**src/rtl/hftc_pkg.sv**
```systemverilog
// Package of the frame type classifier: types, codes and header constants.
package hftc_pkg;

	localparam int unsigned ByteW = 8;
	localparam int unsigned KindW = 2;
	localparam int unsigned CountW = 3;

	localparam logic [ByteW-1:0] ForbiddenMask = 8'h80;
	localparam logic [ByteW-1:0] TypeMask = 8'h1F;
	localparam logic [ByteW-1:0] StartByte = 8'h01;
	localparam logic [4:0] NalSlice = 5'd1;
	localparam logic [4:0] NalIdr = 5'd5;
	localparam logic [4:0] NalSps = 5'd7;
	localparam logic [4:0] NalPps = 5'd8;
	localparam logic [CountW-1:0] CountMax = 3'd7;

	typedef enum logic [2:0] {
		PH_SEEK_FIRST = 3'd0,
		PH_SEEK_PPS   = 3'd1,
		PH_SEEK_IDR   = 3'd2,
		PH_UNKNOWN    = 3'd3,
		PH_P          = 3'd4,
		PH_I          = 3'd5
	} phase_t;

	typedef enum logic [1:0] {
		MODE_NONE  = 2'd0,
		MODE_THREE = 2'd1,
		MODE_FOUR  = 2'd2
	} mode_t;

	localparam logic [KindW-1:0] KIND_UNKNOWN = 2'd0;
	localparam logic [KindW-1:0] KIND_P = 2'd1;
	localparam logic [KindW-1:0] KIND_I = 2'd2;

	// One step of the parser: a byte moves on, and whether it ends the buffer.
	typedef struct packed {
		logic en;
		logic last;
	} step_t;

endpackage

```
**src/rtl/hftc_parser.sv**
```systemverilog
// Start code scanner and NAL header parser holding the per-buffer state.
module hftc_parser (
	input  logic                          clk,
	input  logic                          arst_n,
	input  hftc_pkg::step_t               step,
	input  logic [hftc_pkg::ByteW-1:0]    data_byte,
	output logic [hftc_pkg::KindW-1:0]    kind
);

	hftc_pkg::mode_t               mode_q, mode_n;
	hftc_pkg::phase_t              phase_q, phase_n;
	logic [hftc_pkg::ByteW-1:0]    hist0_q, hist1_q, hist2_q;
	logic [hftc_pkg::ByteW-1:0]    hist0_n, hist1_n, hist2_n;
	logic [hftc_pkg::CountW-1:0]   seen_q, seen_n, dist_q, dist_n;
	logic                          pend_valid_q, pend_valid_n;
	logic [hftc_pkg::ByteW-1:0]    pend_byte_q, pend_byte_n;
	logic                          hdr_next_q, hdr_next_n;
	logic                          header_done;
	logic                          sc3, sc4;

	function automatic hftc_pkg::phase_t take_header(input hftc_pkg::phase_t ph,
	                                                  input logic [7:0] hb);
		logic [4:0] t;
		hftc_pkg::phase_t r;
		t = hb[4:0];
		r = ph;
		if ((hb & hftc_pkg::ForbiddenMask) != '0) begin
			r = hftc_pkg::PH_UNKNOWN;
		end else begin
			unique case (ph)
				hftc_pkg::PH_SEEK_FIRST: begin
					if (t == hftc_pkg::NalSlice) r = hftc_pkg::PH_P;
					else if (t == hftc_pkg::NalSps) r = hftc_pkg::PH_SEEK_PPS;
					else r = hftc_pkg::PH_UNKNOWN;
				end
				hftc_pkg::PH_SEEK_PPS: begin
					r = (t == hftc_pkg::NalPps) ? hftc_pkg::PH_SEEK_IDR : hftc_pkg::PH_UNKNOWN;
				end
				hftc_pkg::PH_SEEK_IDR: begin
					if (t == hftc_pkg::NalIdr) r = hftc_pkg::PH_I;
				end
				default: r = ph;
			endcase
		end
		return r;
	endfunction

	assign sc3 = (hist1_q == '0) && (hist0_q == '0) && (data_byte == hftc_pkg::StartByte);
	assign sc4 = sc3 && (hist2_q == '0);

	// Next-state logic.
	always_comb begin
		mode_n = mode_q;
		phase_n = phase_q;
		pend_valid_n = pend_valid_q;
		pend_byte_n = pend_byte_q;
		hdr_next_n = hdr_next_q;
		header_done = 1'b0;
		if (phase_q == hftc_pkg::PH_SEEK_FIRST || phase_q == hftc_pkg::PH_SEEK_PPS ||
		    phase_q == hftc_pkg::PH_SEEK_IDR) begin
			if (pend_valid_q) begin
				phase_n = take_header(phase_q, pend_byte_q & hftc_pkg::TypeMask |
				                      pend_byte_q & hftc_pkg::ForbiddenMask);
				pend_valid_n = 1'b0;
				pend_byte_n = '0;
				header_done = 1'b1;
			end else if (hdr_next_q) begin
				pend_valid_n = 1'b1;
				pend_byte_n = data_byte;
				hdr_next_n = 1'b0;
			end else begin
				if (mode_q == hftc_pkg::MODE_NONE) begin
					if (seen_q == 3'd2 && sc3) mode_n = hftc_pkg::MODE_THREE;
					else if (seen_q == 3'd3 && sc4) mode_n = hftc_pkg::MODE_FOUR;
					else if (seen_q >= 3'd3) phase_n = hftc_pkg::PH_UNKNOWN;
				end
				if (mode_n == hftc_pkg::MODE_THREE) begin
					if (dist_q >= 3'd2 && sc3) hdr_next_n = 1'b1;
				end else if (mode_n == hftc_pkg::MODE_FOUR) begin
					if (dist_q >= 3'd3 && sc4) hdr_next_n = 1'b1;
				end
			end
		end
		hist2_n = hist1_q;
		hist1_n = hist0_q;
		hist0_n = data_byte;
		seen_n = (seen_q < hftc_pkg::CountMax) ? seen_q + 3'd1 : seen_q;
		if (header_done) dist_n = 3'd2;
		else dist_n = (dist_q < hftc_pkg::CountMax) ? dist_q + 3'd1 : dist_q;
	end

	// Result of the buffer as it stands after this byte.
	always_comb begin
		unique case (phase_n)
			hftc_pkg::PH_P: kind = hftc_pkg::KIND_P;
			hftc_pkg::PH_I: kind = hftc_pkg::KIND_I;
			default:        kind = hftc_pkg::KIND_UNKNOWN;
		endcase
	end

	always_ff @(posedge clk or negedge arst_n) begin
		if (!arst_n) begin
			mode_q <= hftc_pkg::MODE_NONE;
			phase_q <= hftc_pkg::PH_SEEK_FIRST;
			hist0_q <= '0;
			hist1_q <= '0;
			hist2_q <= '0;
			seen_q <= '0;
			dist_q <= '0;
			pend_valid_q <= 1'b0;
			pend_byte_q <= '0;
			hdr_next_q <= 1'b0;
		end else if (step.en) begin
			mode_q <= mode_n;
			if (step.last) begin
				phase_q <= hftc_pkg::PH_SEEK_FIRST;
				hist0_q <= '0;
				hist1_q <= '0;
				hist2_q <= '0;
				seen_q <= '0;
				dist_q <= '0;
				pend_valid_q <= 1'b0;
				pend_byte_q <= '0;
				hdr_next_q <= 1'b0;
			end else begin
				phase_q <= phase_n;
				hist0_q <= hist0_n;
				hist1_q <= hist1_n;
				hist2_q <= hist2_n;
				seen_q <= seen_n;
				dist_q <= dist_n;
				pend_valid_q <= pend_valid_n;
				pend_byte_q <= pend_byte_n;
				hdr_next_q <= hdr_next_n;
			end
		end
	end

endmodule

```
**src/rtl/h264_frame_type_classifier.sv**
```systemverilog
// Top level of the frame type classifier: input register, parser and result register.
//
// The block reads an H.264 Annex B buffer one byte per item on the slave stream
// (s_tdata holds the byte, s_tlast marks the last byte of the buffer) and gives one
// item on the master stream for each buffer: the frame kind in m_tdata[1:0], where
// 0 is unknown, 1 a predicted frame and 2 an intra frame.
//
// A byte accepted from the slave stream sits in the input register and is parsed as it
// moves on; if it was the last byte, its result is loaded into the result register at
// that same edge, which raises m_tvalid. One byte is taken in every cycle unless a last
// byte is held back, and a new byte enters while the previous result still waits.
//
// The start-code length (three or four bytes) is learned on the first buffer that
// begins with a start code and is kept until reset. Reset clears the valid flags and all parser
// state, including the learned length, and leaves both streams empty.
//
// When the receiver stalls, the finished result is held in the result register;
// bytes that do not end a buffer keep flowing, and a last byte waits in the input
// register, which then drops s_tready until the result is taken.
module h264_frame_type_classifier (
	input  logic       clk,
	input  logic       arst_n,
	input  logic       s_tvalid,
	output logic       s_tready,
	input  logic [7:0] s_tdata,   // [7:0] data_byte
	input  logic       s_tlast,   // end_of_buffer
	output logic       m_tvalid,
	input  logic       m_tready,
	output logic [7:0] m_tdata    // [1:0] frame_kind, [7:2] zero
);

	logic                          valid_s1;
	logic                          last_s1;
	logic [hftc_pkg::ByteW-1:0]    byte_s1;
	logic                          advance;
	hftc_pkg::step_t               step;
	logic [hftc_pkg::KindW-1:0]    kind;
	logic [hftc_pkg::KindW-1:0]    kind_q;
	logic                          out_valid_q;

	// A byte that ends a buffer may only move on when the result register is free or its result is being taken.
	assign advance = valid_s1 && (!last_s1 || !out_valid_q || m_tready);
	assign s_tready = !valid_s1 || advance;

	assign step.en = advance;
	assign step.last = last_s1;

	always_ff @(posedge clk or negedge arst_n) begin
		if (!arst_n) begin
			valid_s1 <= 1'b0;
		end else if (s_tready) begin
			valid_s1 <= s_tvalid;
		end
	end

	always_ff @(posedge clk) begin
		if (s_tready && s_tvalid) begin
			byte_s1 <= s_tdata;
			last_s1 <= s_tlast;
		end
	end

	hftc_parser u_parser (
		.clk       (clk),
		.arst_n    (arst_n),
		.step      (step),
		.data_byte (byte_s1),
		.kind      (kind)
	);

	// Result register: loaded at the last byte of a buffer, emptied when taken.
	always_ff @(posedge clk or negedge arst_n) begin
		if (!arst_n) begin
			out_valid_q <= 1'b0;
		end else if (advance && last_s1) begin
			out_valid_q <= 1'b1;
		end else if (m_tready) begin
			out_valid_q <= 1'b0;
		end
	end

	always_ff @(posedge clk) begin
		if (advance && last_s1) begin
			kind_q <= kind;
		end
	end

	assign m_tvalid = out_valid_q;
	assign m_tdata = {6'b0, kind_q};

endmodule

```
**config.mk**
```make
export PLATFORM = sky130hd
export DESIGN_NAME = h264_frame_type_classifier
export DESIGN_NICKNAME = d
export VERILOG_FILES = /design/src/rtl/hftc_pkg.sv /design/src/rtl/hftc_parser.sv /design/src/rtl/h264_frame_type_classifier.sv
export SDC_FILE = /design/constraint.sdc
export NUM_CORES = 1
export LEC_CHECK = 0
export BUFFER_PORTS_ARGS = -buffer_cell sky130_fd_sc_hd__buf_4
export CAP_MARGIN = 15
export CORE_MARGIN = 4
export CORE_UTILIZATION = 45
export DETAILED_ROUTE_END_ITERATION = 10
export PLACE_DENSITY = 0.65
export SYNTH_ARGS = -nofsm -noshare
export SYNTH_HDL_FRONTEND = slang
export SYNTH_SLANG_ARGS = --single-unit
```
**constraint.sdc**
```tcl
create_clock -name clk -period 1.79 [get_ports clk]
set_input_delay 0.358 -clock clk [delete_from_list [all_inputs] [get_ports clk]]
set_output_delay 0.358 -clock clk [all_outputs]
set_load 0.02 [all_outputs]
```
==> key figures, run 1 <==
Critical path
  • Crit path max-delay family: simple AND/OR/NAND/NOR gates
  • Worst Path Required: a little over 2 ns
  • Worst endpoint data arrival time: ~2.0 ns
  • CP peak stage delay: about 0.39 ns
  • CP Class: reg2reg
  • Startpoint Class: flop
  • Slowest cell on the critical path: dfrtp_1
  • Crit end category: flop
  • CP max FO: 3
  • Crit-path cells: nor4_1 > buf_4 > nand4_1 > nor4_1 > buf_4 > a32o_1
  • Crit path buf inv count: 2

Yosys
  • #FFs+latches synth: between 50 and 60
  • Synth top cells by count: nand2_1 (57), dfrtp_1 (45), nand3_1 (28)
  • Cell area after synthesis: approximately 2700 um^2
  • Synthesized instance count: 280
  • Share of the synthesized area in the top cell type: a little over two fifths
  • Post-synth EDFFs: 11
  • Post-synth top flop: dfrtp_1
  • Most common cell in the synthesized netlist: nand2_1
  • Ranking of synthesized cells by area: dfrtp_1 (42%), edfxtp_1 (12%), nand2_1 (7.9%)
  • Async SR Flop Fraction: between 80% and 90%
  • Post-synthesis sequential area ratio: a little over half
  • Post-Syn Area per Cell: ~9.7 um^2
  • Synth area leader: dfrtp_1
  • Synthesis warning total: 0
  • Number of distinct library cells after synthesis: between 40 and 50

GRT
  • Gr ovfl total: 0
  • Antenna violations before repair: 0
  • Pin count of the biggest net entering global routing: 46
  • Total GRT Usage: 17.3%
  • Vias in the first global route: approximately 2200
  • First-pass GRT wire length: ~10000 um

Route
  • Via density per instance: about 5.5
  • Iteration-0 DRC Markers: roughly 110
  • Via count: roughly 2100
  • Top layer reached by signal wires: met4
  • DRT Pass-1 Iters: 4
  • DRC violations left: 0
  • Met3 WL: between 200 and 300 um
  • Met2 WL: approximately 2900 um
  • Detail Route Antenna Nets: 0
  • Metal-1 WL: 2770 um
  • DRT Wirelength: 6000 um
  • Drt wl/cell: between 15 and 20 um

Floorplanning
  • # IOs: 23
  • FP Rows: 27
  • Die outline width: 85.5 um
  • Die Height: around 86 um
  • Die area: between 7000 and 8000 um^2
  • Core area: ~5700 um^2
  • Initial Utilization: a little under half

Place
  • Port bufs: 16
  • RePlAce Congestion: roughly 0.75
  • DP Worst Slack: between 0.003 and 0.004 ns
  • Placed cells: between 300 and 400
  • DPL Wire Length: between 4000 and 5000 um

Final layout
  • Share of cells above drive strength 1: approximately 20%
  • Post-layout nets: 334
  • Diodes inserted: 0
  • Final non-filler cell total: between 300 and 400
  • Area delta synth->final: 18.2%

Timing
  • RSZ-0062 raised after global routing: true
  • Final Hold Vio Count: 0
  • Setup ws final: 0.0120 ns
  • Fmax: between 500 and 600 MHz
  • Period utilisation layout: between 90% and 100%
  • Worst-margin pin slew: just under 0.6 ns
  • Count of pins over their slew limit: 0
  • Worst setup skew after layout: roughly 0.0072 ns
  • Max-slew headroom: roughly three fifths
  • Final setup fails: 0
  • Tmin final: 1.78 ns

Flow run
  • Max-cap violations: 0

Clocking
  • Hold-fix buffers, CTS: 0
  • Worst-path clk slew: 0.10 ns
  • Worst skew pair latency: 0.31 ns
  • Bufs on Longest Clock Path: 2
  • CTS root buf: clkbuf_8
  • CTS buffer count: 5
  • Depth of the CTS H-tree: 2
  • CTS Sinks: 56
  • CTS tree: built

Power and ir drop
  • Static Leak: 1.50 nW
  • Worst VDD drop: 0.000473 V
  • Pwr Density: about 950 nW/um^2

Run status
  • Status: completed

Hold path
  • Hold/Removal Path Class: in2async
[per-layer routing]
layer / GRT usage [%] / up-vias
met5: 0 / -
met4: 3.88 / 0
met3: 3.17 / 5
met2: 29.1 / 56
met1: 23.3 / 1029
li1: - / 1050
[metrics by stage]
step           total power [mW]  hold slack, ns  utilization (%)  setup TNS [ns]  area [um^2]
2_1_floorplan              1.94          0.0624                -               0         2720
3_3_place_gp               2.15           0.398             53.2               0         3020
3_5_place_dp               2.17           0.402             53.2               0         3020
4_1_cts                    3.03          0.0623             55.7               0         3160
5_1_grt                    3.23          0.0738             56.3          -0.474         3200
6_report                   3.04          0.0412             56.3               0         3200
[timing repair]
item / in CTS / in global routing
pin swaps: 3 / 5
gates resized for setup: 6 / 6
setup buffers: 2 / 1
setup endpoints to repair: 2 / 7
[sequential cells by signal (all words and copies together) (netlist names)]
register and flops:
byte_s1 8, kind_q 2, last_s1 1, m_tvalid 1
u_parser.dist_q 3, u_parser.hdr_next_q 1, u_parser.hist0_q 8, u_parser.hist1_q 8
u_parser.hist2_q 8, u_parser.mode_q 2, u_parser.pend_byte_q 6, u_parser.pend_valid_q 1
u_parser.phase_q 3, u_parser.seen_q 3, valid_s1 1
[kinds of logic after synthesis]
family,after synthesis,share of synthesized area (%)
fa+ha+maj,6,2.78
simple gates,133,24.1
buf+inv,28,5.14
compound gates,53,13.0
xor+xnor,2,0.648
flops,56,53.9
other cells,1,0.139
mux,1,0.370
[power by group]
group | switching [mW] | leakage [nW] | internal (mW)
registers | 0.146 | 0.705 | 1.43
logic | 0.336 | 0.738 | 0.296
clock network | 0.414 | 0.0558 | 0.423
total | 0.896 | 1.50 | 2.15
[worst paths after layout]
path / slack [ns] / from / cells after the start / end
max in group asynchronous: 1.35 / arst_n / 1 / u_parser.seen_q[2]
min reg2reg: 0.51 / u_parser.hist2_q[0] / 2 / u_parser.hist2_q[0]
min: 0.04 / arst_n / 1 / u_parser.dist_q[1]
max: 0.01 / u_parser.hist1_q[0] / 6 / u_parser.hdr_next_q
min in group clk: 0.22 / s_tdata[2] / 1 / byte_s1[2]
max reg2reg: 0.01 / u_parser.hist1_q[0] / 6 / u_parser.hdr_next_q
[final cells by class]
| type | count | area (um^2) |
|---|---|---|
| fill | 522 | 2480 |
| sequential | 56 | 1460 |
| multi-input combinational | 201 | 1170 |
| timing repair buffer | 43 | 339 |
| tap | 72 | 90.1 |
| clock buffer | 6 | 72.6 |
| clock inverter | 2 | 38.8 |
| inverter | 8 | 30.0 |
[cell usage in the layout, fill, tap and decap left out, types with 2 or more instances in the layout]
cell and n:
a211oi_2 2, a21o_1 3, a21oi_1 10, a22o_1 6, a31oi_1 2, and2_1 2, buf_4 41, clkbuf_8 5
conb_1 6, dfrtp_1 45, edfxtp_1 11, ha_1 3, ha_2 2, inv_1 7, nand2_1 57, nand2b_1 4
nand3_1 28, nand3b_1 2, nand4_1 2, nor2_1 11, nor2b_1 4, nor3_1 2, nor4_1 9, o211ai_1 2
o21ai_0 17, or4_1 2, xnor2_1 2
(Power assumes the default switching activity.)
==> inputs of run 2 (changes only) <==
--- a/config.mk
+++ b/config.mk
@@ -11,6 +11,8 @@
 export CORE_UTILIZATION = 45
 export DETAILED_ROUTE_END_ITERATION = 10
 export PLACE_DENSITY = 0.65
+export SKIP_LAST_GASP = 1
 export SYNTH_ARGS = -nofsm -noshare
 export SYNTH_HDL_FRONTEND = slang
+export SYNTH_HIERARCHICAL = 1
 export SYNTH_SLANG_ARGS = --single-unit
==> constraint.sdc (replaced) <==
create_clock -name clk -period 1.79 [get_ports clk]
set_input_delay 0.358 -clock clk [delete_from_list [all_inputs] [get_ports clk]]
set_output_delay 0.358 -clock clk [all_outputs]
set_load 0.05 [all_outputs]
==> key figures, run 2 <==
Run status
  • Status: completed (unchanged)

Timing
  • Period utilisation layout: 95.7% (was 99.3%)
  • Tmin final: 1.71 ns (was 1.78 ns)
  • Fmax: 584 MHz (was 562 MHz)
  • Count of pins over their slew limit: 0 (unchanged)
  • Worst-margin pin slew: 0.563 ns (was 0.582 ns)
  • Setup ws final: 0.0766 ns (was 0.0120 ns)
  • Max-slew headroom: 62.5% (was 61.2%)
  • Final Hold Vio Count: 0 (unchanged)
  • Worst setup skew after layout: 0.0124 ns (was 0.00721 ns)
  • Final setup fails: 0 (unchanged)

Critical path
  • Worst Path Required: 1.93 ns (was 2.04 ns)
  • CP max FO: 5 (was 3)
  • Reg2reg setup slack: 0.08 ns (was 0.01 ns)
  • CP Class: reg2reg (unchanged)
  • Startpoint Class: flop (unchanged)
  • Worst endpoint data arrival time: 1.85 ns (was 2.02 ns)
  • Worst r2r src: u_parser/phase_q[0] (was u_parser.hist1_q[0])
  • FF-to-FF End: kind_q[0] (was u_parser.hdr_next_q)
  • Reg2Reg Depth: 3 (was 6)
  • Crit end category: flop (unchanged)

Power and ir drop
  • P_sw: 0.884 mW (was 0.896 mW)
  • Pwr Density: 922 nW/um^2 (was 952 nW/um^2)
  • Comb pwr share: 19.9% (was 20.8%)
  • Worst VDD drop: 0.000644 V (was 0.000473 V)
  • Pint: 1.95 mW (was 2.15 mW)
  • Sw frac: 31.2% (was 29.4%)
  • Clock power share: 25.0% (was 27.5%)
  • Total chip power: 2.83 mW (was 3.04 mW)
  • Static Leak: 1.41 nW (was 1.50 nW)
  • Seq pwr share: 55.1% (was 51.7%)

Yosys
  • Post-synth top flop: dfrtp_1 (unchanged)
  • Post-synth EDFFs: 11 (unchanged)
  • Post-synthesis sequential area ratio: 53.2% (was 53.9%)
  • Post-Syn Area per Cell: 10.2 um^2 (was 9.66 um^2)
  • Synthesized instance count: 268 (was 280)
  • Synthesis warning total: 6 (was 0)
  • Number of distinct library cells after synthesis: 49 (was 45)
  • #FFs+latches synth: 56 (unchanged)
  • Share of the synthesized area in the top cell type: 41.2% (was 41.6%)
  • Async SR Flop Fraction: 80.4% (unchanged)
  • Synth area leader: dfrtp_1 (unchanged)
  • Synth top cells by count: dfrtp_1 (45), nand2_1 (28), inv_1 (22) (was nand2_1 (57), dfrtp_1 (45), nand3_1 (28))
  • Cell area after synthesis: 2740 um^2 (was 2700 um^2)
  • Most common cell in the synthesized netlist: dfrtp_1 (was nand2_1)
  • Ranking of synthesized cells by area: dfrtp_1 (41%), edfxtp_1 (12%), nand2_1 (3.8%) (was dfrtp_1 (42%), edfxtp_1 (12%), nand2_1 (7.9%))

Floorplanning
  • Die Height: 86.0 um (was 85.5 um)
  • FP Rows: 28 (was 27)
  • # IOs: 23 (unchanged)
  • Die area: 7390 um^2 (was 7310 um^2)
  • Core area: 5920 um^2 (was 5680 um^2)
  • Die outline width: 86.0 um (was 85.5 um)
  • Initial Utilization: 46.2% (was 47.6%)

GRT
  • First-pass GRT wire length: 8790 um (was 10200 um)
  • Total GRT Usage: 15.0% (was 17.3%)
  • Vias in the first global route: 1913 (was 2150)
  • Pin count of the biggest net entering global routing: 46 (unchanged)
  • Gr ovfl total: 0 (unchanged)
  • Antenna violations before repair: 0 (unchanged)

Clocking
  • Worst skew pair latency: 0.31 ns (about the same)
  • CTS Sinks: 56 (unchanged)
  • CTS resizes: 0 (was 6)
  • Bufs on Longest Clock Path: 2 (unchanged)
  • Depth of the CTS H-tree: 2 (unchanged)
  • CTS tree: built (unchanged)
  • CTS buffer count: 5 (unchanged)
  • Hold-fix buffers, CTS: 0 (unchanged)
  • Worst-path clk slew: 0.10 ns (about the same)
  • CTS root buf: clkbuf_8 (unchanged)
  • Setup bufs post-CTS: 0 (was 2)

Final layout
  • Diodes inserted: 0 (unchanged)
  • Area delta synth->final: 12.3% (was 18.2%)
  • Post-layout nets: 305 (was 334)
  • Most frequent cells in the layout: dfrtp_1 (45), nand2_1 (28), buf_4 (26) (was nand2_1 (57), dfrtp_1 (45), buf_4 (41))
  • Share of cells above drive strength 1: 18.8% (was 19.9%)
  • Commonest non-fill, non-tap cell in the layout: dfrtp_1 (was nand2_1)

Flow run
  • Max-cap violations: 0 (unchanged)

Place
  • Port bufs: 16 (unchanged)
  • DP Worst Slack: 0.106 ns (was 0.00328 ns)
  • RePlAce Congestion: 0.873 (was 0.748)
  • DPL Wire Length: 3740 um (was 4270 um)

Route
  • Via density per instance: 5.48 (was 5.52)
  • Drt wl/cell: 14.5 um (was 15.5 um)
  • Via count: 1985 (was 2140)
  • Iteration-0 DRC Markers: 95 (was 111)
  • DRT Pass-1 Iters: 4 (unchanged)
  • DRC violations left: 0 (unchanged)
  • DRT Wirelength: 5250 um (was 6000 um)
  • Detail Route Antenna Nets: 0 (unchanged)

Hold path
  • Hold/Removal Path Class: in2async (unchanged)
==> run 2: metrics by stage <==
stage	utilization (%)	area (um^2)	std cells	setup TNS (ns)	hold slack [ns]
after floorplan	-	2760	273	-0.123	0.0624
after global placement	49.8	2950	354	0	0.399
after detailed placement	49.8	2950	354	0	0.399
after CTS	51.4	3040	362	0	0.0501
after global routing	51.9	3070	362	-0.000859	0.0637
final	51.9	3070	362	0	0.0311
==> run 2: final cells by class <==
type | count | area, um^2
Fill cell | 551 | 2850
Sequential cell | 56 | 1460
Multi-Input combinational cell | 175 | 1150
Timing Repair Buffer | 26 | 195
Tap cell | 75 | 93.8
Inverter | 22 | 82.6
Clock buffer | 5 | 68.8
Clock inverter | 3 | 26.3
==> run 2: cell families after synthesis <==
| family | share of synthesized area [%] |
|---|---|
| adder cells (fa/ha/maj) | 2.74 |
| AND/OR/NAND/NOR | 16.6 |
| flip-flops | 53.2 |
| AO/OA/AOI/OAI | 17.6 |
| multiplexers | 2.19 |
| buffers and inverters | 6.90 |
| XOR/XNOR | 0.640 |
| other | 0.137 |
==> run 2: how the worst max path moves through the flow <==
stage                        start                   to  slack, ns  depth (start not counted)
2_1_floorplan             m_tvalid           byte_s1[0]      -0.01                          2
3_3_place_gp   u_parser/hist2_q[1]  u_parser/phase_q[0]       0.14                          4
3_5_place_dp   u_parser/hist2_q[0]  u_parser/phase_q[0]       0.11                          4
4_1_cts        u_parser/hist2_q[1]  u_parser/phase_q[0]       0.09                          4
5_1_grt        u_parser/phase_q[0]            kind_q[1]    -0.0009                          4
6_report       u_parser/phase_q[0]            kind_q[0]       0.08                          3
==> run 2: power by group through the flow <==
stage	sequential, mW	combinational (mW)	clock (mW)
floorplan	1.55	0.424	0
global placement	1.58	0.542	0
detailed placement	1.59	0.552	0
CTS	1.56	0.555	0.739
global route	1.58	0.633	0.790
finish	1.56	0.564	0.710
==> run 2: worst max-delay path, stage by stage (launching register included) <==
cell and delay [ns]:
dfrtp_1 0.43, or4b_4 0.56, o32a_1 0.38, a211oi_1 0.19
==> run 2: routing by layer <==
metal	vias to the layer above	GRT usage, %	routed length, um
li1	977	-	-
met4	0	5.47	63
met3	6	3.36	184
met5	-	0	0
met2	42	25.1	2590
met1	960	19.1	2410
==> inputs of run 3 (changes only) <==
--- a/config.mk
+++ b/config.mk
@@ -5,12 +5,11 @@
 export SDC_FILE = /design/constraint.sdc
 export NUM_CORES = 1
 export LEC_CHECK = 0
-export BUFFER_PORTS_ARGS = -buffer_cell sky130_fd_sc_hd__buf_4
 export CAP_MARGIN = 15
 export CORE_MARGIN = 4
 export CORE_UTILIZATION = 45
 export DETAILED_ROUTE_END_ITERATION = 10
-export PLACE_DENSITY = 0.65
+export DONT_BUFFER_PORTS = 1
 export SKIP_LAST_GASP = 1
 export SYNTH_ARGS = -nofsm -noshare
 export SYNTH_HDL_FRONTEND = slang
==> key figures, run 3 (synthesized netlist as in run 2, its figures left out) <==
Hold path
  • Hold_sp: s_tdata[6]
  • Worst Hold Depth: 0
  • Hold/Removal Path Class: in2reg (was in2async)

Critical path
  • Reg2Reg Depth: 3 (unchanged)
  • Startpoint Class: flop (unchanged)
  • Crit end category: flop (unchanged)
  • Worst endpoint data arrival time: 1.84 ns (was 1.85 ns)
  • Worst Path Required: 1.93 ns (about the same)
  • CP Class: reg2reg (unchanged)
  • CP max FO: 4 (was 5)
  • Setup crit start: u_parser/phase_q[0] (unchanged)
  • Worst r2r src: u_parser/phase_q[0] (unchanged)

GRT
  • Vias in the first global route: 1894 (was 1913)
  • Gr ovfl total: 0 (unchanged)
  • First-pass GRT wire length: 9000 um (was 8790 um)
  • Antenna violations before repair: 0 (unchanged)
  • Total GRT Usage: 15.6% (was 15.0%)
  • Pin count of the biggest net entering global routing: 46 (unchanged)

Timing
  • Period utilisation layout: 95.0% (was 95.7%)
  • Setup TNS: 0 ns (unchanged)
  • Count of pins over their slew limit: 0 (unchanged)
  • Tmin final: 1.70 ns (was 1.71 ns)
  • Setup ws final: 0.0897 ns (was 0.0766 ns)
  • Final Hold Vio Count: 0 (unchanged)
  • RSZ-0062 raised after global routing: false
  • Worst setup skew after layout: 0.00557 ns (was 0.0124 ns)
  • Final setup fails: 0 (unchanged)
  • Fmax: 588 MHz (was 584 MHz)
  • WHS: 0.133 ns (was 0.0311 ns)

Route
  • Via count: 1978 (was 1985)
  • Iteration-0 DRC Markers: 92 (was 95)
  • Via density per instance: 5.59 (was 5.48)
  • DRT Wirelength: 5380 um (was 5250 um)
  • Detail Route Antenna Nets: 0 (unchanged)
  • DRC violations left: 0 (unchanged)
  • DRT Pass-1 Iters: 4 (unchanged)
  • Drt wl/cell: 15.2 um (was 14.5 um)

Final layout
  • Post-layout nets: 297 (was 305)
  • Design area: 3030 um^2 (was 3070 um^2)
  • Fillers: 550 (was 551)
  • Commonest non-fill, non-tap cell in the layout: dfrtp_1 (unchanged)
  • Diodes inserted: 0 (unchanged)
  • Multi-input gate area: 1140 um^2 (was 1150 um^2)
  • Fin util: 51.1% (was 51.9%)
  • Area delta synth->final: 10.6% (was 12.3%)
  • Share of cells above drive strength 1: 16.1% (was 18.8%)
  • Most frequent cells in the layout: dfrtp_1 (44), nand2_1 (28), inv_1 (22) (was dfrtp_1 (45), nand2_1 (28), buf_4 (26))
  • FF/Latch Area: 1460 um^2 (about the same)
  • Final non-filler cell total: 354 (was 362)

Clocking
  • Depth of the CTS H-tree: 2 (unchanged)
  • CTS root buf: clkbuf_8 (unchanged)
  • Worst skew pair latency: 0.31 ns (about the same)
  • Worst-path clk slew: 0.10 ns (about the same)
  • CTS tree: built (unchanged)
  • CTS Sinks: 56 (unchanged)
  • Bufs on Longest Clock Path: 2 (unchanged)
  • CTS buffer count: 5 (unchanged)

Floorplanning
  • Core area: 5920 um^2 (unchanged)
  • Die outline width: 86.0 um (unchanged)
  • Initial Utilization: 46.2% (unchanged)
  • Die Height: 86.0 um (unchanged)
  • # IOs: 23 (unchanged)
  • FP Rows: 28 (unchanged)
  • Die area: 7390 um^2 (unchanged)

Flow run
  • Max-cap violations: 0 (unchanged)

Place
  • Area after DPL: 2840 um^2 (was 2950 um^2)
  • DP Worst Slack: 0.112 ns (was 0.106 ns)
  • Placed cells: 339 (was 354)
  • RePlAce Congestion: 0.814 (was 0.873)
  • DPL Wire Length: 3690 um (was 3740 um)
  • Port bufs: 0 (was 16)

Power and ir drop
  • Pwr Density: 935 nW/um^2 (was 922 nW/um^2)
  • Total chip power: 2.83 mW (about the same)
  • Static Leak: 1.37 nW (was 1.41 nW)
  • Worst VDD drop: 0.000582 V (was 0.000644 V)

Run status
  • Status: completed (unchanged)
-- run 3: cell types whose count changed in the layout (fill, tap and decap cells not counted), sizes merged --
| cell | before | now |
|---|---|---|
| buf | 26 | 17 |
| clkinv | 2 | 1 |
| clkinvlp | 0 | 1 |
| dlygate4sd3 | 0 | 1 |
-- run 3: layout make-up --
cell class              instances  share of cell area [%]
repair buffers                 18                    5.21
flip-flops and latches         56                    48.2
inverters                      22                    2.73
clock inverters                 3                   0.703
well taps                      75                    3.10
clock buffers                   5                    2.27
multi-input cells             175                    37.8
-- run 3: timing repair --
action	4_1_cts	5_1_grt
endpoints found under the setup margin	0	3
hold endpoints to repair	45	0
gates resized for setup	0	5
hold buffers	2	0
buffers inserted	0	5
-- run 3: per-layer routing --
layer / wire length [um] / share of wire [%] / global-route usage [%] / vias to the layer above
li1: - / - / - / 970
met1: 2710 / 50 / 21.4 / 978
met2: 2490 / 46 / 24.1 / 26
met3: 112 / 2.1 / 3.27 / 4
met4: 64 / 1.2 / 6.47 / 0
met5: 0 / 0 / 0 / -
-- run 3: path summary, 6_finish.rpt --
path	slack, ns	endpoint
min in group asynchronous	0.55	u_parser/hist2_q[1]
max in group asynchronous	1.03	u_parser/pend_valid_q
setup / recovery	0.09	kind_q[1]
setup reg to reg	0.09	kind_q[1]
hold reg to reg	0.51	u_parser/mode_q[0]
hold / removal	0.13	byte_s1[6]
-- run 3: where the power goes --
group	internal (mW)	switching (mW)
clock network	0.279	0.425
registers	1.42	0.145
logic	0.237	0.318
-- run 3: worst max-delay path: stages, from the launching register on --
cell	delay, ns
dfrtp_1	0.42
or4b_4	0.55
o32a_1	0.33
nor4_1	0.22
